===== src/rtl/lav_fifo.sv =====
// Two-entry queue between the front and back ends.
module lav_fifo #(
	parameter int W = 8
) (
	input  logic         clk,
	input  logic         arst_n,
	input  logic         push,
	input  logic [W-1:0] wdata,
	input  logic         pop,
	output logic [W-1:0] rdata,
	output logic         full,
	output logic         empty
);

	logic [W-1:0] mem_q [2];
	logic         wr_q, rd_q;
	logic [1:0]   cnt_q;

	assign full  = (cnt_q == 2'd2);
	assign empty = (cnt_q == 2'd0);
	assign rdata = mem_q[rd_q];

	// Pointers and fill count
	always_ff @(posedge clk or negedge arst_n) begin
		if (!arst_n) begin
			wr_q  <= 1'b0;
			rd_q  <= 1'b0;
			cnt_q <= 2'd0;
		end else begin
			if (push)
				wr_q <= !wr_q;
			if (pop)
				rd_q <= !rd_q;
			cnt_q <= cnt_q + {1'b0, push} - {1'b0, pop};
		end
	end

	always_ff @(posedge clk) begin
		if (push)
			mem_q[wr_q] <= wdata;
	end

endmodule


===== config.mk =====
export PLATFORM = sky130hd
export DESIGN_NAME = lav_fifo
export DESIGN_NICKNAME = d
export VERILOG_FILES = /design/src/rtl/lav_fifo.sv
export SDC_FILE = /design/constraint.sdc
export NUM_CORES = 1
export LEC_CHECK = 0
export ABC_AREA = 1
export BUFFER_PORTS_ARGS = -buffer_cell sky130_fd_sc_hd__clkbuf_2
export CAP_MARGIN = 20
export CORE_MARGIN = 3
export CORE_UTILIZATION = 53
export CTS_CLUSTER_DIAMETER = 40
export DETAILED_ROUTE_END_ITERATION = 8
export GPL_ROUTABILITY_DRIVEN = 0
export PLACE_DENSITY = 0.91
export SLEW_MARGIN = 20
export SYNTH_ARGS = -nofsm -noshare
export SYNTH_HDL_FRONTEND = slang
export SYNTH_SLANG_ARGS = --single-unit

===== constraint.sdc =====
create_clock -name clk -period 3.8 [get_ports clk]
set_clock_uncertainty 0.1 [all_clocks]
set_input_delay 0 -clock clk [delete_from_list [all_inputs] [get_ports clk]]
set_output_delay 0 -clock clk [all_outputs]
set_load 0.02 [all_outputs]

==> Yosys cells after proc, flatten, opt, wreduce, memory -nomap -nowiden <==
Memories as Yosys holds them, arrays and structs flattened.
Cells that the tools add are included.
W data, S select, Z words.
{ "word_totals": {"in_bits": 12, "elab_cells": 12, "ram_bits": 16, "register_bits": 4, "memories": 1, "out_inout_bits": 10} }
{ "op_classes": {"n_mux": 2, "add_sub_neg": 2, "reduce_logical": 3, "n_eq_ne": 1} }
{ "memory_table": {"columns": ["memory", "depth", "width", "rd", "rd_ports_with_merged_regs", "wr", "line_no", "rtl"], "rows": [
  ["mem_q", 2, 8, 1, 0, 1, "15", "logic [W-1:0] mem_q [2];"]
]} }
{ "ops": {"columns": ["cell", "n"], "rows": [
  ["$add A2 B1 Y2", 1],
  ["$eq A2 B2 Y1 const B", 1],
  ["$logic_not A1 Y1", 2],
  ["$logic_not A2 Y1", 1],
  ["$mux W1", 2],
  ["$sub A2 B1 Y2", 1]
]} }

==> Logic depth before layout (Yosys ltp) <==
Gate-level depths: netlist of the first run.
{ "depth": {"word_depth": 2, "depth_mapped": 7, "mapped_depth_nobuf": 7} }

==> Worst setup path after synthesis of the first run <==
OpenSTA, ideal clock, no wires.
{ "synth_timing": {"path_type": "register -> register", "from": "register wr_q", "to": "memory mem_q[0][0] (enable)", "required_time_ns": 3.330, "setup_time_ns": 0.370, "t_arrival_ns": 0.774, "path_stages_with_launch": 2, "period_less_slack_ns": 1.244, "path_buffers": 0, "path_slack_ns": 2.556, "cell_sequence": "dfrtp_1 -> nor2_1"} }
{ "synth_rtl": {"columns": ["element", "line_no", "rtl"], "rows": [
  ["start: declaration", "16", "logic wr_q, rd_q;"],
  ["start signal: assignment", "31", "wr_q <= !wr_q;"],
  ["end: declaration", "15", null]
]} }
Straight into the memory's write port.

==> Worst setup path after layout of the first run <==
{ "layout_timing": {"from": "register rd_q", "to": "output port rdata[2]"} }
{ "layout_between": {"elab_chain_cells": 1} }
{ "layout_lines": {"columns": ["element", "line_no", "rtl"], "rows": [
  ["start: declaration", "16", null],
  ["start signal: assignment", "33", "rd_q <= !rd_q;"],
  ["$mem_v2 Z2 W8", null, null],
  ["end: declaration", "10", "output logic [W-1:0] rdata,"]
]} }
Every way passes these cells.

==> results of run 1 <==
[flip-flops by register name (all words and copies together), names as in the netlist]
name	count
mem_q	16
cnt_q	2
rd_q	1
wr_q	1
[cell usage after synthesis (all sizes together)]
master and n:
buf 2, inv 15, edfxtp 16, ha 2
xor2 2, dfrtp 4, o21ai 8, nor2 3
nand3 1, nand2 14
[area by class of cell]
type,instances,area (sq um),area share
clock buffer,3,22.5,0.0211
clock inverter,1,3.75,0.00351
inverter,15,56.3,0.0526
multi-input combinational,30,163,0.152
sequential,20,581,0.543
tap,15,18.8,0.0175
timing repair buffer,33,225,0.211
[path summary, 6_finish.rpt]
kind,end,start,depth (start not counted)
min in group asynchronous,rd_q,arst_n,3
max reg2reg,mem_q[0][7],wr_q,1
min,mem_q[1][1],wdata[1],2
min reg2reg,wr_q,wr_q,1
max in group asynchronous,cnt_q[0],arst_n,3
max,rdata[2],rd_q,3
[power breakdown]
group / total [mW] / internal [mW] / leakage [nW] / switching (mW)
Combinational: 0.264 / 0.0923 / 0.297 / 0.172
Sequential: 0.348 / 0.297 / 0.197 / 0.0509
Clock: 0.0983 / 0.0383 / 0.0154 / 0.0600
[worst max-delay path: stages, from the launching register on]
cell      delay (ps)
dfrtp_1          690
nand2_1          100
o21ai_0          120
clkbuf_2         220
[routing by layer]
layer,vias up,wire (microns),GRT usage
li1,286,-,-
met3,4,104,0.0395
met5,-,0,0
met2,25,886,0.343
met4,0,38,0.0877
met1,278,558,0.197
[timing repair]
| action | in CTS | in global routing |
|---|---|---|
| endpoints found under the hold margin | 23 | 0 |
| hold buffers | 12 | 0 |
| gates resized for setup | 0 | 0 |
[per-stage QoR]
step	instance area, sq um	worst slack (ps)	power, mW
2_1_floorplan	831	2560	0.546
3_3_place_gp	923	2460	0.582
3_5_place_dp	923	2420	0.599
4_1_cts	1070	2300	0.704
5_1_grt	1070	2150	0.760
6_report	1070	2270	0.711
[kinds of logic after synthesis]
group	count (synthesis)	share of synthesized area
flops	20	0.699
simple gates	18	0.0828
buf+inv	17	0.105
compound gates	8	0.0617
xor+xnor	2	0.0211
fa+ha+maj	2	0.0301
==> flow_summary.yaml, run 1 <==
sta:
  fmax_mhz: 655
  setup_viol: 0
  whs_ps: 321
  min_period_over_period: 0.402
  worst_slew_pin_slew_ps: 659
  tns_ps: 0
  maxSlewViolCount: 0
  final-hold-violation-count: 0
  period_needed_ps: 1530
  rsz0062_at_grt: "no"
  slew_headroom: 0.559
cts:
  cts_buffers: 3
  htreeDepth: 1
  clk_pin_slew_ps: 100
  clock_sinks: 20
  cts-root-buf: "clkbuf_4"
  insertion_delay_ps: 290
  tritoncts: "done"
  cts_max_path_buffers: 2
  postCtsSetupRepairBufs: 0
power:
  powerDensity_nw_per_um2: 665
  power.leakage_nw: 0.509
  ir_worst_vdd_v: 0.000401
synthesis:
  syn_nets: 81
  yosys_warnings: 0
  synth_cells: 67
  synth_cell_types: 12
  synth_top_cell_area_share: 0.578
  yosys_register_bits: 20
  yosysTopAreaCell: "edfxtp_1"
  ys_seq_area_frac: 0.699
  synth_area_sq_um: 831
  ys_top_cells_by_area: "edfxtp_1, dfrtp_1, inv_1, nand2_1, o21ai_2"
  syn_area_per_cell_sq_um: 12.4
grt:
  grt_max_degree: 18
  grt_pass1_vias: 568
  grt_pass1_wl_microns: 2550
  antenna_found_initial: 0
  gr-usage-all-layers: 0.186
  gr-total-overflow: 0
run:
  maxCapViolCount: 0
detailed_routing:
  drc_errors: 0
  wl_microns: 1590
  via_per_inst: 5.07
  wire_per_inst_microns: 13.6
  drt_iter0_markers: 9
  ant_nets: 0
  vias: 593
  first_pass_iters: 4
die:
  die_w_microns: 45.6
  die_area_sq_um: 2080
  core_area_sq_um: 1380
  num_io_pins: 22
  dieHeight_microns: 45.6
  rows: 13
  initial_core_util: 0.601
layout:
  final_common_cell: "clkbuf_2"
  stdcell_count: 117
  area_growth_pct: 28.8
  final_util: 0.774
  antenna_cells: 0
  drive_gt1_frac: 0.265
  finalNetCount: 117
  final_cell_mix: "clkbuf_2, edfxtp_1, inv_1"
  fill_cells: 75
critical_path:
  critPathMaxFanout: 17
  reg2reg_slack_ps: 2380
  worstSetupPathType: "flop to primary output"
  critPathLaunchType: "flop"
  required_ps: 3700
  arrival_ps: 1430
  crit_path_end_kind: "primary output"
placed_design:
  portBuffers: 21
  dp_hpwl_microns: 954
  dp.cells: 101
run_status:
  outcome: "complete, no violations"
worst_hold_path:
  hold_path.class: "primary input to flop"
(Power assumes the default switching activity.)
==> run 2: changes to the inputs <==
- ABC_AREA: 1 -> 0
- CORE_UTILIZATION: 53 -> 49
- PLACE_DENSITY: 0.91 -> 0.86
- clock period: 3.8 -> 1.6 ns (I/O delays scaled with it)
==> run 2 against run 1 <==
  * Via count fell by 26%
  * Sequential power rose by 140%
  * Cell area rose by 0.70%
  * First-iteration DRC count rose by 11%
  * Register-to-register slack got worse by 2300 ps
  * Hold slack improved by 18 ps
  * Critical path type is now flop to flop
  * Largest power group unchanged
  * Highest routed layer unchanged
==> flow_summary.yaml, run 2 <==
layout:
  antenna_cells: 0
  drive_gt1_frac: 0.442
  final_cell_mix: "clkbuf_2, edfxtp_1, dlygate4sd3_1"
  regMostFlops: "mem_q"
  area_growth_pct: 33.3
  final_area_sq_um: 1080
  largestRegisters: "mem_q: 16 flops, cnt_q: 2 flops"
  finalNetCount: 92
  largest_register_ff_count: 16
  final_util: 0.707
  final_common_cell: "clkbuf_2"
critical_path:
  path_cells: "inv_1 > ha_1 > inv_1 > ha_1 > xor3_1"
  cp_slowest_cell: "dfrtp_1"
  required_ps: 1670
  critPathLaunchType: "flop"
  arrival_ps: 1560
  max_stage_delay_ps: 390
  regToRegEndpoint: "cnt_q[1]"
  reg2reg_slack_ps: 110
  ff2ff_path_depth: 5
  worstSetupPathType: "flop to flop"
  r2r_start: "cnt_q[0]"
  crit_path_end_kind: "flop"
  critPathMaxFanout: 3
synthesis:
  yosys.area_share.simple: 0.0279
  yosys_register_bits: 20
  synth_edf_count: 16
  synth_most_common_cell: "edfxtp_1"
  ys_top_cells_by_area: "edfxtp_1, mux2_4, dfrtp_1, ha_1, xor3_1"
  ys_seq_area_frac: 0.718
  synth_flop_cell: "edfxtp_1"
  synth_area_sq_um: 808
  yosys_warnings: 0
  synth_cell_types: 11
  synth_top_cell_area_share: 0.594
  async_flop_share: 0.200
  synth_fa_ha_area_frac: 0.0310
  synth_xor_area_frac: 0.0511
  synthTopCellsByCount: "edfxtp_1, mux2_4, dfrtp_1"
  yosysTopAreaCell: "edfxtp_1"
  synth_cells: 40
  synth-compound-area-share: 0
  syn_area_per_cell_sq_um: 20.2
  synthMuxAreaShare: 0.149
  syn_nets: 54
  synth_top_family_by_area: "multiplexers"
power:
  power.leakage_nw: 0.478
  ir_worst_vdd_v: 0.000900
  powerDensity_nw_per_um2: 1570
sta:
  maxSlewViolCount: 0
  worst_slew_pin_slew_ps: 388
  whs_ps: 340
  worst_slack_ps: 107
  fmax_mhz: 670
  min_period_over_period: 0.933
  setup_viol: 0
  final-hold-violation-count: 0
  rsz0062_at_grt: "no"
  tns_ps: 0
  period_needed_ps: 1490
  slew_headroom: 0.741
cts:
  cts_max_path_buffers: 2
  cts_buffers: 3
  cts-root-buf: "clkbuf_4"
  postCtsSetupRepairBufs: 0
  htreeDepth: 1
  clk_pin_slew_ps: 100
  tritoncts: "done"
  clock_sinks: 20
  insertion_delay_ps: 290
run_status:
  outcome: "complete, no violations"
die:
  die_area_sq_um: 2170
  core_area_sq_um: 1520
  num_io_pins: 22
  initial_core_util: 0.530
  dieHeight_microns: 46.6
  rows: 14
  die_w_microns: 46.6
detailed_routing:
  wire_per_inst_microns: 14.1
  drt_iter0_markers: 10
  wl_microns: 1310
  first_pass_iters: 4
  drc_errors: 0
  via_per_inst: 4.70
  vias: 437
  ant_nets: 0
grt:
  antenna_found_initial: 0
  grt_pass1_wl_microns: 1940
  grt_pass1_vias: 456
  gr-usage-all-layers: 0.135
  grt_max_degree: 12
  gr-total-overflow: 0
worst_hold_path:
  min_to: "mem_q[1][5]"
  hold_start: "wdata[5]"
  hold_path.class: "primary input to flop"
  hold_depth: 2
placed_design:
  dp_slack_ps: 106
  portBuffers: 21
  dpl_cell_area_sq_um: 930
run:
  maxCapViolCount: 0
==> run 2: changes by cell type after synthesis, moves of 2 or more <==
cell and change:
nor2_1 -2, inv_1 -13, nand2_1 -14, nor2b_1 +2, o21ai_2 -3, o21ai_0 -5, mux2_4 +8
==> run 2: cell families after synthesis <==
group | Yosys count
buffers and inverters | 3
AND/OR/NAND/NOR | 4
flip-flops | 20
XOR/XNOR | 3
adder cells (fa/ha/maj) | 2
multiplexers | 8
==> run 2: critical path: cells and delay by family (launching register included) <==
kind | cells | cell delay (ps)
flops | 1 | 390
buf+inv | 2 | 100
xor+xnor | 1 | 390
fa+ha+maj | 2 | 390
==> run 2: timing repair <==
item	in CTS	in global routing
gates resized for setup	0	1
endpoints found under the setup margin	0	8
endpoints found under the hold margin	23	0
hold buffers	12	0
==> run 2: per-stage QoR <==
step,total power [mW],std cells
2_1_floorplan,1.29,40
3_3_place_gp,1.43,77
3_5_place_dp,1.46,77
4_1_cts,1.71,93
5_1_grt,1.79,93
6_report,1.69,93
==> run 2: layout make-up <==
class | instances | area, sq um
multi-input combinational | 17 | 209
fill | 100 | 447
sequential | 20 | 582
timing repair buffer | 34 | 233
clock buffer | 4 | 26.3
tap | 16 | 20.0
inverter | 2 | 7.51
==> run 2: how the worst max path moves through the flow <==
stage          startpoint  endpoint  slack, ps  cells after the start
6_report         cnt_q[0]  cnt_q[1]        110                      5
5_1_grt          cnt_q[0]  cnt_q[1]         20                      5
4_1_cts              rd_q  rdata[5]         20                      2
3_5_place_dp     cnt_q[0]  cnt_q[1]        110                      5
3_3_place_gp     cnt_q[0]  cnt_q[1]        180                      5
2_1_floorplan    cnt_q[0]  cnt_q[1]        190                      5
==> run 2: metal layers <==
metal	GRT usage	wire length, microns	vias up
li1	-	-	220
met1	0.157	544	197
met2	0.228	665	14
met3	0.0234	50	6
met4	0.0829	53	0
met5	0	0	-
==> run 2: where the power goes <==
group	internal, mW	total, mW	switching (mW)	leakage [nW]
combinational	0.337	0.633	0.296	0.268
clock	0.0967	0.233	0.136	0.0150
sequential	0.710	0.823	0.113	0.196
total	1.14	1.69	0.545	0.478
==> run 3: changes to the inputs <==
- MAX_ROUTING_LAYER: unset -> met4
==> run 3 against run 2 <==
  * Via count up 1.6%
  * Hold slack worse by 1.2 ps
  * First-iteration DRC count down 20%
  * Register-to-register slack about the same
  * Critical path type unchanged
  * Highest routed layer unchanged
==> flow_summary.yaml, run 3 (same netlist as run 2, synthesis figures left out) <==
critical_path:
  critPathLaunchType: "flop"
  r2r_start: "cnt_q[0]"
  endpoint: "cnt_q[1]"
  cp-startpoint: "cnt_q[0]"
  required_ps: 1660
  critPathMaxFanout: 3
  reg2reg_slack_ps: 100
  worstSetupPathType: "flop to flop"
  ff2ff_path_depth: 5
  arrival_ps: 1560
  crit_path_end_kind: "flop"
  regToRegEndpoint: "cnt_q[1]"
layout:
  largestRegisters: "mem_q: 16 flops, cnt_q: 2 flops"
  final_cell_mix: "clkbuf_2, edfxtp_1, dlygate4sd3_1"
  finalNetCount: 92
  final_area_sq_um: 1080
  drive_gt1_frac: 0.442
  antenna_cells: 0
  area_growth_pct: 33.3
  fill_cells: 100
  stdcell_count: 93
  largest_register_ff_count: 16
  regMostFlops: "mem_q"
  final_common_cell: "clkbuf_2"
detailed_routing:
  via_per_inst: 4.77
  wl_microns: 1320
  first_pass_iters: 4
  drc_errors: 0
  ant_nets: 0
  drt_iter0_markers: 8
  wire_per_inst_microns: 14.2
  vias: 444
cts:
  clk_pin_slew_ps: 100
  tritoncts: "done"
  cts_buffers: 3
  cts-root-buf: "clkbuf_4"
  htreeDepth: 1
  postCtsSetupRepairBufs: 0
  clock_sinks: 20
  cts_max_path_buffers: 2
  insertion_delay_ps: 290
sta:
  tns_ps: 0
  maxSlewViolCount: 0
  slew_headroom: 0.744
  min_period_over_period: 0.935
  final-hold-violation-count: 0
  setup_viol: 0
  fmax_mhz: 668
  period_needed_ps: 1500
  worst_slew_pin_slew_ps: 384
  rsz0062_at_grt: "no"
grt:
  gr-usage-all-layers: 0.139
  grt_pass1_vias: 458
  gr-total-overflow: 0
  grt_pass1_wl_microns: 1930
  grt_max_degree: 12
  antenna_found_initial: 0
die:
  die_w_microns: 46.6
  dieHeight_microns: 46.6
  die_area_sq_um: 2170
  num_io_pins: 22
  rows: 14
  initial_core_util: 0.530
  core_area_sq_um: 1520
run:
  maxCapViolCount: 0
power:
  powerDensity_nw_per_um2: 1570
  ir_worst_vdd_v: 0.000900
  finalPower_mw: 1.69
  power.leakage_nw: 0.478
placed_design:
  portBuffers: 21
  dpl_cell_area_sq_um: 930
  dp.cells: 77
run_status:
  outcome: "complete, no violations"
worst_hold_path:
  hold_path.class: "primary input to flop"
  hold_start: "wdata[5]"
[run 3: critical path, stage by stage, from the launching register on]
cell     delay (ps)
dfrtp_1         390
inv_1            50
ha_1            260
inv_1            50
ha_1            130
xor3_1          390
[run 3: area by class of cell]
class	count	area [sq um]	share of cell area
Sequential cell	20	582	0.540
Multi-Input combinational cell	17	209	0.194
Clock buffer	4	26.3	0.0244
Timing Repair Buffer	34	233	0.216
Inverter	2	7.51	0.00697
Tap cell	16	20.0	0.0186
[run 3: power by group]
part           total [mW]  internal (mW)  switching [mW]  leakage [nW]
Clock               0.232         0.0967           0.135        0.0150
Combinational       0.633          0.337           0.296         0.268
Sequential          0.824          0.710           0.114         0.196
Total                1.69           1.14           0.545         0.478
[run 3: worst min path at each step]
stage / endpoint / slack [ps] / cells past startpoint
after floorplan: cnt_q[0] / -400 / 0
after global placement: cnt_q[1] / -290 / 1
after detailed placement: cnt_q[1] / -280 / 1
after CTS: mem_q[1][3] / 340 / 2
after global routing: mem_q[0][2] / 330 / 2
final: mem_q[1][5] / 340 / 2
[run 3: per-layer routing]
layer | GRT usage | vias to the layer above | wire, microns
li1 | - | 221 | -
met1 | 0.160 | 203 | 535
met2 | 0.225 | 14 | 680
met3 | 0.0234 | 6 | 50
met4 | 0.0829 | 0 | 53
met5 | - | - | 0
[run 3: metrics by stage]
step | hold slack [ps] | setup WS [ps] | utilization
4_1_cts | 335 | 23.4 | 0.706
5_1_grt | 328 | 24.5 | 0.707
6_report | 339 | 104 | 0.707
3_5_place_dp | -284 | 106 | 0.610
3_3_place_gp | -289 | 179 | 0.610
2_1_floorplan | -396 | 187 | -
[run 3: repair_timing]
item,in CTS,in global routing
hold buffers,12,0
hold endpoints to repair,23,0
endpoints found under the setup margin,0,8
resized for setup,0,1
