## src/rtl/lav_pkg.sv

```systemverilog
// Shared types, codes and constants of the look-at view matrix block.
package lav_pkg;

	// Internal datapath widths
	localparam int NORM_W = 52;   // signed input of the normalize unit
	localparam int AXIS_W = 18;   // normalized axis element, signed Q2.16 (16 fraction bits) in [-1.0, 1.0]
	localparam int OPA_W  = 34;   // wide multiplier operand
	localparam int PROD_W = 52;   // OPA_W x AXIS_W product
	localparam int ACC_W  = 56;   // multiply-accumulate register
	localparam int RR_W   = 51;   // raw cross product of up and forward
	localparam logic [16:0] ONE_Q16 = 17'h10000;

	typedef struct packed {
		logic signed [31:0] eye_x;
		logic signed [31:0] eye_y;
		logic signed [31:0] eye_z;
		logic signed [31:0] target_x;
		logic signed [31:0] target_y;
		logic signed [31:0] target_z;
		logic signed [31:0] up_x;
		logic signed [31:0] up_y;
		logic signed [31:0] up_z;
		logic signed [31:0] shake_offset;
	} in_item_t;

	typedef struct packed {
		logic [1:0]         matrix_select;
		logic [1:0]         row_index;
		logic signed [31:0] elem_x;
		logic signed [31:0] elem_y;
		logic signed [31:0] elem_z;
		logic [16:0]        elem_w;
		logic               fault;
		logic               last_row;
	} out_item_t;

	// Matrix codes on matrix_select
	typedef enum logic [1:0] {
		MAT_VIEW,
		MAT_FULL_BB,
		MAT_Y_BB
	} mat_sel_t;

	// Work steps of the back end
	typedef enum logic [2:0] {
		OP_NF,    // normalize forward
		OP_XRR,   // up x forward, full precision
		OP_NR,    // normalize right
		OP_XU,    // forward x right
		OP_NUP,   // normalize world up
		OP_XYZ,   // right x normalized up
		OP_DOT    // translation dot products
	} op_t;

	typedef enum logic [2:0] {
		S_IDLE,
		S_RUN,
		S_NWAIT,
		S_MAC,
		S_HAND
	} back_state_t;

	typedef enum logic [2:0] {
		N_IDLE,
		N_SHIFT,
		N_SQ,
		N_SQRT,
		N_DIV,
		N_DONE
	} norm_state_t;

	// Status of the normalize unit toward the sequencer
	typedef struct packed {
		logic done;
		logic ok;
	} norm_stat_t;

endpackage

```

## src/rtl/lav_front.sv

```systemverilog
// Front end: takes items, applies the shake offset with saturation, forms target minus eye.
module lav_front #(
	parameter int EYE_W = 32
) (
	input  logic                 clk,
	input  logic                 arst_n,
	input  logic                 start,
	output logic                 busy,
	input  lav_pkg::in_item_t    item,
	input  logic                 full,
	output logic                 push,
	output logic [6*EYE_W+3+96-1:0] wdata
);

	localparam logic signed [33:0] MAXV = (34'sd1 <<< (EYE_W - 1)) - 34'sd1;
	localparam logic signed [33:0] MINV = -MAXV - 34'sd1;

	logic [2:0][EYE_W-1:0] eye_s1, tgt_s1;
	logic [2:0][31:0]      up_s1;
	logic                  vld_s1;
	logic [2:0][EYE_W:0]   diff;
	logic                  accept;

	function automatic logic [EYE_W-1:0] shaken(input logic signed [31:0] c,
	                                            input logic signed [31:0] s);
		logic signed [33:0] v;
		v = 34'(c) + 34'(s);
		if (v > MAXV)
			return MAXV[EYE_W-1:0];
		else if (v < MINV)
			return MINV[EYE_W-1:0];
		else
			return v[EYE_W-1:0];
	endfunction

	assign busy   = vld_s1 && full;
	assign accept = start && !busy;
	assign push   = vld_s1 && !full;

	// Stage 1: shaken coordinates
	always_ff @(posedge clk or negedge arst_n) begin
		if (!arst_n) begin
			vld_s1 <= 1'b0;
		end else begin
			vld_s1 <= accept || (vld_s1 && !push);
		end
	end

	always_ff @(posedge clk) begin
		if (accept) begin
			eye_s1[0] <= shaken(item.eye_x, item.shake_offset);
			eye_s1[1] <= shaken(item.eye_y, item.shake_offset);
			eye_s1[2] <= shaken(item.eye_z, item.shake_offset);
			tgt_s1[0] <= shaken(item.target_x, item.shake_offset);
			tgt_s1[1] <= shaken(item.target_y, item.shake_offset);
			tgt_s1[2] <= shaken(item.target_z, item.shake_offset);
			up_s1[0]  <= item.up_x;
			up_s1[1]  <= item.up_y;
			up_s1[2]  <= item.up_z;
		end
	end

	// Direction vector, one bit wider than the coordinates
	always_comb begin
		for (int i = 0; i < 3; i++) begin
			diff[i] = (EYE_W+1)'($signed(tgt_s1[i])) - (EYE_W+1)'($signed(eye_s1[i]));
		end
	end

	assign wdata = {eye_s1, diff, up_s1};

endmodule

```

## config.mk

```make
export PLATFORM = sky130hd
export DESIGN_NAME = lav_front
export DESIGN_NICKNAME = d
export VERILOG_FILES = /design/src/rtl/lav_pkg.sv /design/src/rtl/lav_front.sv
export SDC_FILE = /design/constraint.sdc
export NUM_CORES = 1
export LEC_CHECK = 0
export BUFFER_PORTS_ARGS = -buffer_cell sky130_fd_sc_hd__buf_4
export CORE_AREA = 5 5 234 236
export CTS_BUF_LIST = sky130_fd_sc_hd__clkbuf_8
export DETAILED_ROUTE_END_ITERATION = 10
export DIE_AREA = 0 0 239 241
export GPL_ROUTABILITY_DRIVEN = 0
export PLACE_DENSITY_LB_ADDON = 0.15
export SLEW_MARGIN = 20
export SYNTH_ARGS = -nofsm -noshare
export SYNTH_HDL_FRONTEND = slang
export SYNTH_SLANG_ARGS = --single-unit
```

## constraint.sdc

```tcl
create_clock -name clk -period 17 [get_ports clk]
set_input_delay 3.4 -clock clk [delete_from_list [all_inputs] [get_ports clk]]
set_output_delay 3.4 -clock clk [all_outputs]
set_load 0.005 [all_outputs]
```

; ---- Word level (Yosys, flattened, before mapping)
; Index checks and enable logic that the tools add are counted.
[op_classes]
add_sub_neg = 9
reduce_logical = 8
magnitude_cmp = 12
muxes = 6
[op_table]
columns = operator, count
row1 = 32-bit by 32-bit adder with 33-bit output, 6
row2 = "33-bit by 32-bit greater-than comparator with 1-bit output, second input constant", 6
row3 = "33-bit by 32-bit less-than comparator with 1-bit output, second input constant", 6
row4 = 32-bit two-way mux, 6
row5 = 32-bit by 32-bit subtractor with 33-bit output, 3
row6 = 1-bit logical AND, 4
row7 = 1-bit zero test, 3
row8 = 1-bit logical OR, 1
[word_totals]
wordCells = 45
regBits = 289

; ---- Logic depth before layout (Yosys ltp)
; Gate-level depths: netlist of the first run.
[logic_depth]
depth_word = 5
ltp_mapped = 14

; ---- Worst setup path after synthesis of the first run
; Ideal clock, no wire load.
[synth_path]
path_type = in2reg
start = input port full
end = register tgt_s1[0] in the netlist's numbering, enable pin
n_path_buf = 0
setup_ns = 0.978
required_ns = 16.022
setup_slack_ns = -0.245
arrival_ns = 16.268
cell_stages = 2
cell_sequence = and2_1 nor2b_1
[synth_via]
elab_chain_len = 3
[synth_rtl]
columns = item, line
row1 = start: declaration, lav_front.sv:10  ; input logic full,
row2 = 1-bit logical AND, lav_front.sv:36  ; assign busy = vld_s1 && full;
row3 = 1-bit zero test, lav_front.sv:37  ; assign accept = start && !busy;
row4 = 1-bit logical AND, lav_front.sv:37
row5 = via accept, lav_front.sv:22  ; logic accept;
row6 = end: declaration, lav_front.sv:18  ; logic [2:0][EYE_W-1:0] eye_s1, tgt_s1;
; The timed path passes the listed nets, and every way through them passes these cells.
; A chain may end at the register's enable or synchronous reset.

; ---- Worst setup path after layout of the first run
[layout_path]
start = register eye_s1 (netlist bit wdata[203])
end = output port wdata[127]
[layout_via]
elab_chain_len = 1
[layout_rtl]
columns = item, line
row1 = start: declaration, lav_front.sv:18
row2 = 32-bit by 32-bit subtractor with 33-bit output, lav_front.sv:66  ; diff[i] = (EYE_W+1)'($signed(tgt_s1[i])) - (EYE_W+1)'($signed(eye_s1[i]));
row3 = end: declaration, lav_front.sv:12  ; output logic [6*EYE_W+3+96-1:0] wdata
; No other way between the ends.

==> qor.txt, run 1 <==
Run status = complete, no violations
Tmin final = 7.490 ns
Pre-Repair DR Iteration Count = 6
Post-Syn Area per Cell = 9.167 um^2
DRC = 0
Tot GR Track Use = 0.3180
Worst VDD drop = 54.75 uV
Slew headroom = 0.2708
Num rows = 84
Clk_lat worst skew = 0.65 ns
Synth Instances = 2756
H-tree Lvls = 2
Die area = 57600 um^2
Leakage = 14.09 nW
Hpwl dp = 79470 um
Period utilization = 0.4406
Share of the synthesized area in the top cell type = 0.3423
Die Y = 241 um
Max-slew violations = 0
Clock Sinks = 289
# fillers = 4549
RSZ-0062 raised after global routing = false
Post-synth top area cell = edfxtp_1
Nets = 3972
Critical Path Max Stage Delay = 0.46 ns
Signal arrival time at the worst endpoint = 4.09 ns
Core box area = 52240 um^2
Tightest Hold Check Type = reg -> reg
Yosys warns = 0
Top-level I/O count = 617
TritonCTS Buffers = 48
Crit path max fanout = 6
Grt total ovfl = 0
Critical path's slowest cell = a221oi_1
Syn nets = 3377
Final Skew = 0.02224 ns
Total negative slack = 0 ns
Flop-to-flop setup slack = 13.34 ns
Top-count cell post-synth = a21oi_1
# Post-CTS Setup Buffers = 0
Cell area after layout = 31510 um^2
Layout area overhead = 24.72%
Final core utilization = 0.6032
Final Setup Violations = 0
Cell Area, Synth = 25260 um^2
ANT nets after route = 0
WP buf/inv = 2
# hold bufs at CTS = 0
Starting density of the core = 0.4837
Initial DRC count = 2232
Post-synth EDFFs = 288
DR vias/cell = 6.017
Initial antenna violation count = 24
Worst setup SP type = register
Seq cells post-synth = 289
Hold Slack = 0.7022 ns
DIE WIDTH = 239 um
CTS tree = yes
CTS resizes = 0
Delay-heaviest family, CP = compound AO/OA/AOI/OAI gates
Pwr per Cell Area = 99.61 nW/um^2
Maximum clock rate = 0.1335 GHz
Synth unique cells = 98
CP Cell Sequence = inv_1 > ha_1 > a211oi_1 > o21ai_0 > a221oi_1 > o211ai_1 > o2111ai_1 > a21boi_0 > a221oi_1 > o21ai_0 > xor2_1 > buf_4
Clock transition at path regs = 0.06 ns
Post-Route WL = 97510 um
Wirelength per Cell = 23.83 um
Critical Path RT = 13.60 ns
Synth cell count leaders = a21oi_1, edfxtp_1, ha_1
Nature of the critical path endpoint = output port
Synth area leaders = edfxtp_1, ha_1, a21oi_1
Largest net degree at the start of global routing = 88
Vias post-DR = 24620
Final Hold Viols = 0
Global-route wire length before repair = 139800 um
Actual slew at the worst max-slew pin = 1.093 ns
Number of port buffers = 616
Clk root buf = clkbuf_8
Vias in the first global route = 23290
Ys async rst share = 0.003460
Share of post-route cells with drive strength above 1 = 0.2221
Main flop type after synthesis = edfxtp_1
Sequential share of the synthesized area = 0.3433
Setup CP Type = reg -> out
Clock Path Buffers = 3
Max-Cap Viols = 0
DP Area = 30440 um^2
per-layer routing:
metal	track usage	wire length [um]	vias to the layer above
met5	0	134	-
met4	0.1719	6219	22
met3	0.08022	9867	286
met2	0.5186	44220	1290
met1	0.3894	37070	11550
li1	-	-	11480
final timing paths:
check | startpoint | endpoint | cells past startpoint
worst max-delay path | wdata[203] | wdata[127] | 12
max in group asynchronous | arst_n | vld_s1 | 1
min in group asynchronous | arst_n | vld_s1 | 1
worst max register to register | vld_s1 | tgt_s1[23] | 5
worst min-delay path | vld_s1 | vld_s1 | 2
worst min register to register | vld_s1 | vld_s1 | 2
kinds of logic after synthesis:
logic type | share of synthesized area
adder cells (fa/ha/maj) | 0.1549
AND/OR/NAND/NOR | 0.1194
AO/OA/AOI/OAI | 0.2509
flip-flops | 0.3433
buffers and inverters | 0.04427
multiplexers | 0.001981
XOR/XNOR | 0.08528
area by class of cell:
cell class	instances	area (um^2)	share of cell area
Clock buffer	53	729.5	0.02315
Inverter	195	732.0	0.02323
Antenna cell	14	35.03	0.001112
Clock inverter	36	296.5	0.009411
Multi-Input combinational cell	2194	15510	0.4921
Sequential cell	289	8673	0.2753
Tap cell	688	860.8	0.02732
Timing Repair Buffer	623	4677	0.1484
registers in the layout, summed over array words and instances (netlist names):
name,flops
tgt_s1,96
vld_s1,1
wdata,192
power by group:
part           total, mW  switching, mW  internal (mW)  leakage, nW
logic               1.51          0.831          0.677         10.8
clock network      0.667          0.301          0.366        0.588
registers          0.963         0.0548          0.909         2.74
total               3.14           1.19           1.95         14.1
through the flow:
| stage | total power, mW | setup slack (ns) | std cells |
|---|---|---|---|
| final | 3.139 | 9.510 | 4092 |
| after global routing | 3.317 | 9.110 | 4087 |
| after CTS | 3.135 | 9.498 | 4078 |
| after detailed placement | 2.457 | 9.363 | 3989 |
| after global placement | 2.430 | 9.564 | 3989 |
| after floorplan | 1.842 | 5.447 | 2756 |
worst register-to-register path: stages, from the launching register on:
cell	delay, ns
dfrtp_1	0.37
and2_1	0.20
nor2b_4	0.12
buf_4	0.80
buf_4	0.97
buf_4	0.78
placed cells by master, fill, tap and decap left out, drive strengths merged, types with 9 or more instances in the layout:
cell type,instances
maj3,13
nand4,36
ha,288
clkinv,12
a211oi,26
xnor2,142
nand2b,37
a2111oi,10
edfxtp,288
nor2,159
and3,22
and2,10
buf,623
a21o,114
o21ai,215
nor2b,34
o211ai,41
diode,14
o31ai,16
a21oi,381
xor2,101
nand3,42
inv,214
nand2,190
o21bai,30
clkbuf,53
a21boi,10
fa,9
o21a,37
a31oi,32
nor3,40
or2,15
nor4,9
(Power assumes the default switching activity.)
==> inputs of run 2 (changes only) <==
--- a/config.mk
+++ b/config.mk
@@ -6,10 +6,10 @@
 export NUM_CORES = 1
 export LEC_CHECK = 0
 export BUFFER_PORTS_ARGS = -buffer_cell sky130_fd_sc_hd__buf_4
-export CORE_AREA = 5 5 234 236
+export CORE_AREA = 5 5 236 238
 export CTS_BUF_LIST = sky130_fd_sc_hd__clkbuf_8
 export DETAILED_ROUTE_END_ITERATION = 10
-export DIE_AREA = 0 0 239 241
+export DIE_AREA = 0 0 241 243
 export GPL_ROUTABILITY_DRIVEN = 0
 export PLACE_DENSITY_LB_ADDON = 0.15
 export SLEW_MARGIN = 20
==> constraint.sdc (replaced) <==
create_clock -name clk -period 6.5 [get_ports clk]
set_input_delay 1.3 -clock clk [delete_from_list [all_inputs] [get_ports clk]]
set_output_delay 1.3 -clock clk [all_outputs]
set_load 0.005 [all_outputs]
==> run 2 against run 1 <==
Compared with the run above:
- worst hold slack worse by 0.29 ns
- critical path depth unchanged
- clock power up 130%
- global-route usage down 0.52 points
- combinational power rose to 2.6 times the previous value
- core utilization down 1.5 points
- worst setup slack worse by 8.5 ns
- largest power group unchanged
- first-iteration DRC count down 9.3%
- clock skew up 0.0030 ns
- highest routed layer unchanged
- flip-flop and latch count unchanged
- register-to-register slack worse by 9.1 ns
- die area up 1.7%
==> qor.txt, run 2 (synthesized netlist as in run 1, its figures left out) <==
# Post-CTS Setup Buffers = 0 (unchanged)
Pre-Repair DR Iteration Count = 8 (+2)
Max reg flops = 192 (unchanged)
Clock Sinks = 289 (unchanged)
Critical path's slowest cell = a221oi_1
Actual slew at the worst max-slew pin = 0.9179 ns (-0.1748 ns)
DP Area = 30480 um^2 (+0.11%)
Starting density of the core = 0.4732 (-0.01045)
Commonest non-fill, non-tap cell in the layout = buf_4
CTS tree = yes
Met3 routed WL = 9596 um (-2.7%)
# fillers = 4650 (+2.2%)
CP Cell Sequence = inv_1 > ha_1 > a211oi_1 > o21ai_0 > a221oi_1 > o211ai_1 > o2111ai_1 > a21boi_0 > a221oi_1 > o21ai_0 > xor2_1 > buf_4
CTS resizes = 0 (unchanged)
Vias post-DR = 24320 (-1.2%)
Final Hold Viols = 0 (unchanged)
Initial antenna violation count = 26 (+8.3%)
R2R depth = 3 (-2)
Core box area = 53390 um^2 (+2.2%)
Post-Route WL = 97600 um (about the same)
Clock Path Buffers = 3 (unchanged)
Cell area after layout = 31420 um^2 (-0.30%)
Post-Place Setup Slack = 1.191 ns (-8.172 ns)
Die Y = 243 um (+0.83%)
Met2 WL post-DR = 44430 um (+0.49%)
Initial DRC count = 2025 (-9.3%)
Final Setup Violations = 0 (unchanged)
Wirelength per Cell = 23.77 um (-0.23%)
H-tree Lvls = 2 (unchanged)
Nature of the critical path endpoint = output port
Num rows = 85 (+1.2%)
ANT nets after route = 0 (unchanged)
RSZ-0062 raised after global routing = false
Top Layer Used = met5
FF+latch area = 8673 um^2 (unchanged)
Total negative slack = 0 ns (unchanged)
Setup ws final = 1.053 ns (-8.457 ns)
Worst VDD drop = 188.6 uV (+240%)
Layout area overhead = 24.35%
Leakage = 14.03 nW (-0.45%)
Die area = 58560 um^2 (+1.7%)
Vias in the first global route = 23610 (+1.4%)
Pwr per Cell Area = 254.6 nW/um^2 (+160%)
Final Skew = 0.02527 ns (+0.003026 ns)
Run status = complete, no violations
Clock transition at path regs = 0.07 ns (about the same)
Share of post-route cells with drive strength above 1 = 0.2225 (+0.0003931)
Signal arrival time at the worst endpoint = 4.15 ns (+0.06 ns)
Tot GR Track Use = 0.3128 (-0.005223)
Tmin final = 5.447 ns
Period utilization = 0.8380
Hpwl dp = 78800 um (-0.85%)
Setup CP Type = reg -> out
DRC = 0 (unchanged)
Critical Path Max Stage Delay = 0.49 ns (+0.03 ns)
Nets = 3974 (+0.050%)
Max-slew violations = 0 (unchanged)
Slew headroom = 0.3866 (+0.1158)
Largest net degree at the start of global routing = 137 (+56%)
DR vias/cell = 5.924 (-1.6%)
Worst setup SP type = register
Max-Cap Viols = 0 (unchanged)
Met1 Wirelength = 37730 um (+1.8%)
Number of port buffers = 616 (unchanged)
Final Power = 7.999 mW (+150%)
Critical Path RT = 5.20 ns (-8.40 ns)
Top-level I/O count = 617 (unchanged)
Grt total ovfl = 0 (unchanged)
Clk root buf = clkbuf_8
Maximum clock rate = 0.1836 GHz
DIE WIDTH = 241 um (+0.84%)
Crit path max fanout = 6 (unchanged)
Area of the multi-input gates = 15510 um^2 (unchanged)
Tightest Hold Check Type = in -> async
TritonCTS Buffers = 50 (+4.2%)
Commonest cells after routing, fill and taps aside = buf_4, a21oi_1, ha_1, edfxtp_1, inv_1
Clk_lat worst skew = 0.64 ns (about the same)
# hold bufs at CTS = 0 (unchanged)
Global-route wire length before repair = 140900 um (+0.85%)
-- run 2: path summary, 6_finish.rpt --
path	end	startpoint	slack, ns
min	vld_s1	arst_n	0.42
max in group asynchronous	vld_s1	arst_n	6.01
max reg2reg	tgt_s1[17]	vld_s1	4.26
min in group clk	vld_s1	vld_s1	0.71
max	wdata[127]	wdata[203]	1.05
min reg2reg	vld_s1	vld_s1	0.71
-- run 2: stage by stage --
step	utilization	std cells	hold WS, ns
global route	0.5881	4098	0.3816
CTS	0.5875	4089	0.3744
finish	0.5884	4105	0.4152
detailed placement	0.5708	3997	0.6902
global placement	0.5708	3997	0.6737
floorplan	-	2756	0.6691
-- run 2: cell type report --
class / instances / area share
well taps: 696 / 0.02772
clock inverters: 42 / 0.006452
flip-flops and latches: 289 / 0.2761
inverters: 195 / 0.02330
repair buffers: 623 / 0.1497
clock buffers: 50 / 0.02191
multi-input cells: 2194 / 0.4936
diodes: 16 / 0.001274
-- run 2: critical path: cells and delay by family (launching register included) --
kind	cells	cell delay, ns
adder cells (fa/ha/maj)	1	0.38
AO/OA/AOI/OAI	8	2.26
flip-flops	1	0.40
buffers and inverters	2	0.23
XOR/XNOR	1	0.24
-- run 2: power by group --
part	leakage, nW	internal, mW	total (mW)	switching, mW
logic	10.8	1.77	3.93	2.16
registers	2.74	2.38	2.53	0.150
clock network	0.516	0.730	1.54	0.809
-- run 2: per-layer routing --
metal  global-route usage  vias up
met5             0.003367        -
met4               0.1568       20
met3              0.08435      265
met2               0.5067     1145
met1               0.3828    11390
li1                     -    11500
==> inputs of run 3 (changes only) <==
--- a/config.mk
+++ b/config.mk
@@ -6,10 +6,10 @@
 export NUM_CORES = 1
 export LEC_CHECK = 0
 export BUFFER_PORTS_ARGS = -buffer_cell sky130_fd_sc_hd__buf_4
-export CORE_AREA = 5 5 236 238
+export CORE_AREA = 5 5 234 236
 export CTS_BUF_LIST = sky130_fd_sc_hd__clkbuf_8
 export DETAILED_ROUTE_END_ITERATION = 10
-export DIE_AREA = 0 0 241 243
+export DIE_AREA = 0 0 239 241
 export GPL_ROUTABILITY_DRIVEN = 0
 export PLACE_DENSITY_LB_ADDON = 0.15
 export SLEW_MARGIN = 20
==> constraint.sdc (replaced) <==
create_clock -name clk -period 5.2 [get_ports clk]
set_input_delay 1.04 -clock clk [delete_from_list [all_inputs] [get_ports clk]]
set_output_delay 1.04 -clock clk [all_outputs]
set_load 0.005 [all_outputs]
==> run 3 against run 2 <==
Compared with the run above:
- flip-flop and latch count unchanged
- highest routed layer unchanged
- clock-buffer cell count up 2
- register-to-register slack worse by 0.93 ns
==> qor.txt, run 3 (synthesized netlist as in run 1, its figures left out) <==
Flop-to-flop setup slack = 3.33 ns (-0.93 ns)
RR Endpoint = wdata[259]
Vias in the first global route = 23990 (+1.6%)
CP endpoint = wdata[127]
Clock transition at path regs = 0.06 ns (about the same)
Net Sw Power = 3.961 mW (+27%)
Setup CP Type = reg -> out
H-tree Lvls = 2 (unchanged)
Worst VDD drop = 194.4 uV (+3.0%)
Setup ws final = 0.1687 ns (-0.8841 ns)
CTS tree = yes
Cell area after layout = 31630 um^2 (+0.69%)
Run status = complete, no violations
Actual slew at the worst max-slew pin = 0.9040 ns (-0.01386 ns)
DR vias/cell = 6.006 (+1.4%)
Final Skew = 0.01393 ns (-0.01133 ns)
Pre-Repair DR Iteration Count = 7 (-1)
Nature of the critical path endpoint = output port
Starting density of the core = 0.4837 (+0.01045)
Critical path origin = wdata[204]
Tightest Hold Check Type = in -> async
Post-Route WL = 99050 um (+1.5%)
Clk_lat worst skew = 0.66 ns (+0.02 ns)
Max-Cap Viols = 0 (unchanged)
TritonCTS Buffers = 51 (+2.0%)
Initial DRC count = 2348 (+16%)
Seq pwr share = 0.306 (-0.010)
R2R depth = 3 (unchanged)
Max reg flops = 192 (unchanged)
Commonest cells after routing, fill and taps aside = buf_4, a21oi_1, ha_1, edfxtp_1, inv_1
Clock network power share = 0.206 (+0.014)
Largest net degree at the start of global routing = 155 (+13%)
Period utilization = 0.9676
Leakage = 14.14 nW (+0.82%)
Share of post-route cells with drive strength above 1 = 0.2259 (+0.003356)
Pwr per Cell Area = 324.7 nW/um^2 (+27%)
Tmin final = 5.031 ns
Sw Share = 0.3858 (-0.004445)
Worst setup SP type = register
Initial antenna violation count = 19 (-27%)
Top-level I/O count = 617 (unchanged)
Clock Sinks = 289 (unchanged)
Clock Path Buffers = 3 (unchanged)
DP Area = 30580 um^2 (+0.34%)
Slew headroom = 0.3910 (+0.004353)
Grt total ovfl = 0 (unchanged)
Layout area overhead = 25.20%
Reg2reg start = vld_s1
# hold bufs at CTS = 0 (unchanged)
Nets = 3988 (+0.35%)
Final Setup Violations = 0 (unchanged)
Final core utilization = 0.6055 (+0.01711)
# Post-CTS Setup Buffers = 0 (unchanged)
Number of port buffers = 616 (unchanged)
DIE WIDTH = 239 um (-0.83%)
Crit path max fanout = 7 (+1)
Max-slew violations = 0 (unchanged)
Tot GR Track Use = 0.3263 (+0.01352)
Combinational share of power = 0.488 (-0.004)
CTS resizes = 0 (unchanged)
Total negative slack = 0 ns (unchanged)
ANT nets after route = 0 (unchanged)
Wirelength per Cell = 24.10 um (+1.4%)
Hpwl dp = 80720 um (+2.4%)
Final Power = 10.27 mW (+28%)
DRC = 0 (unchanged)
Post-Place Setup Slack = 0.4290 ns (-0.7621 ns)
Core box area = 52240 um^2 (-2.2%)
Global-route wire length before repair = 144200 um (+2.3%)
Total internal power = 6.308 mW (+29%)
RSZ-0062 raised after global routing = false
Maximum clock rate = 0.1988 GHz
Critical Path RT = 4.16 ns (-1.04 ns)
Final Hold Viols = 0 (unchanged)
Commonest non-fill, non-tap cell in the layout = buf_4
Die area = 57600 um^2 (-1.6%)
Die Y = 241 um (-0.82%)
Num rows = 84 (-1.2%)
Clk root buf = clkbuf_8
Signal arrival time at the worst endpoint = 3.99 ns (-0.16 ns)
Vias post-DR = 24680 (+1.5%)
[run 3: metal layers]
metal  up-vias  GRT usage  wire length (um)
li1      11510          -                 -
met1     11580     0.3997             37880
met2      1268     0.5296             45010
met3       314    0.07542              9184
met4        14     0.1914              6884
met5         -          0                92
[run 3: per-stage QoR]
stage / instances / hold WS [ns]
after floorplan: 2756 / 0.6036
final: 4110 / 0.1595
after detailed placement: 4002 / 0.6299
after global placement: 4002 / 0.6132
after global routing: 4105 / 0.1249
after CTS: 4097 / 0.1170
[run 3: how the worst min path moves through the flow]
stage	cells past startpoint	start	to	slack, ns
final	1	arst_n	vld_s1	0.16
after global routing	1	arst_n	vld_s1	0.12
after CTS	1	arst_n	vld_s1	0.12
after detailed placement	2	vld_s1	vld_s1	0.63
after global placement	2	vld_s1	vld_s1	0.61
after floorplan	2	vld_s1	vld_s1	0.60
[run 3: final cells by class]
class	count	area (um^2)
flip-flops and latches	289	8673
inverters	195	732.0
well taps	688	860.8
repair buffers	636	4812
clock inverters	43	291.5
clock buffers	52	715.7
fillers	4499	20600
multi-input cells	2194	15510
diodes	13	32.53
[run 3: critical path, stage by stage, from the launching register on]
cell and delay [ns]:
edfxtp_1 0.44, inv_1 0.07, ha_1 0.39, o21ai_0 0.22, o21ai_0 0.10, a221oi_1 0.39
o211ai_1 0.23, o2111ai_1 0.30, a21boi_1 0.19, a221oi_2 0.38, o21ai_0 0.14, xor2_1 0.30
buf_4 0.19
[run 3: power by group through the flow]
stage               clock [mW]  sequential (mW)  combinational, mW
finish                    2.11             3.15               5.01
detailed placement           0             3.18               4.92
CTS                       2.16             3.14               4.95
floorplan                    0             3.12               2.89
global route              2.27             3.16               5.45
global placement             0             3.19               4.83
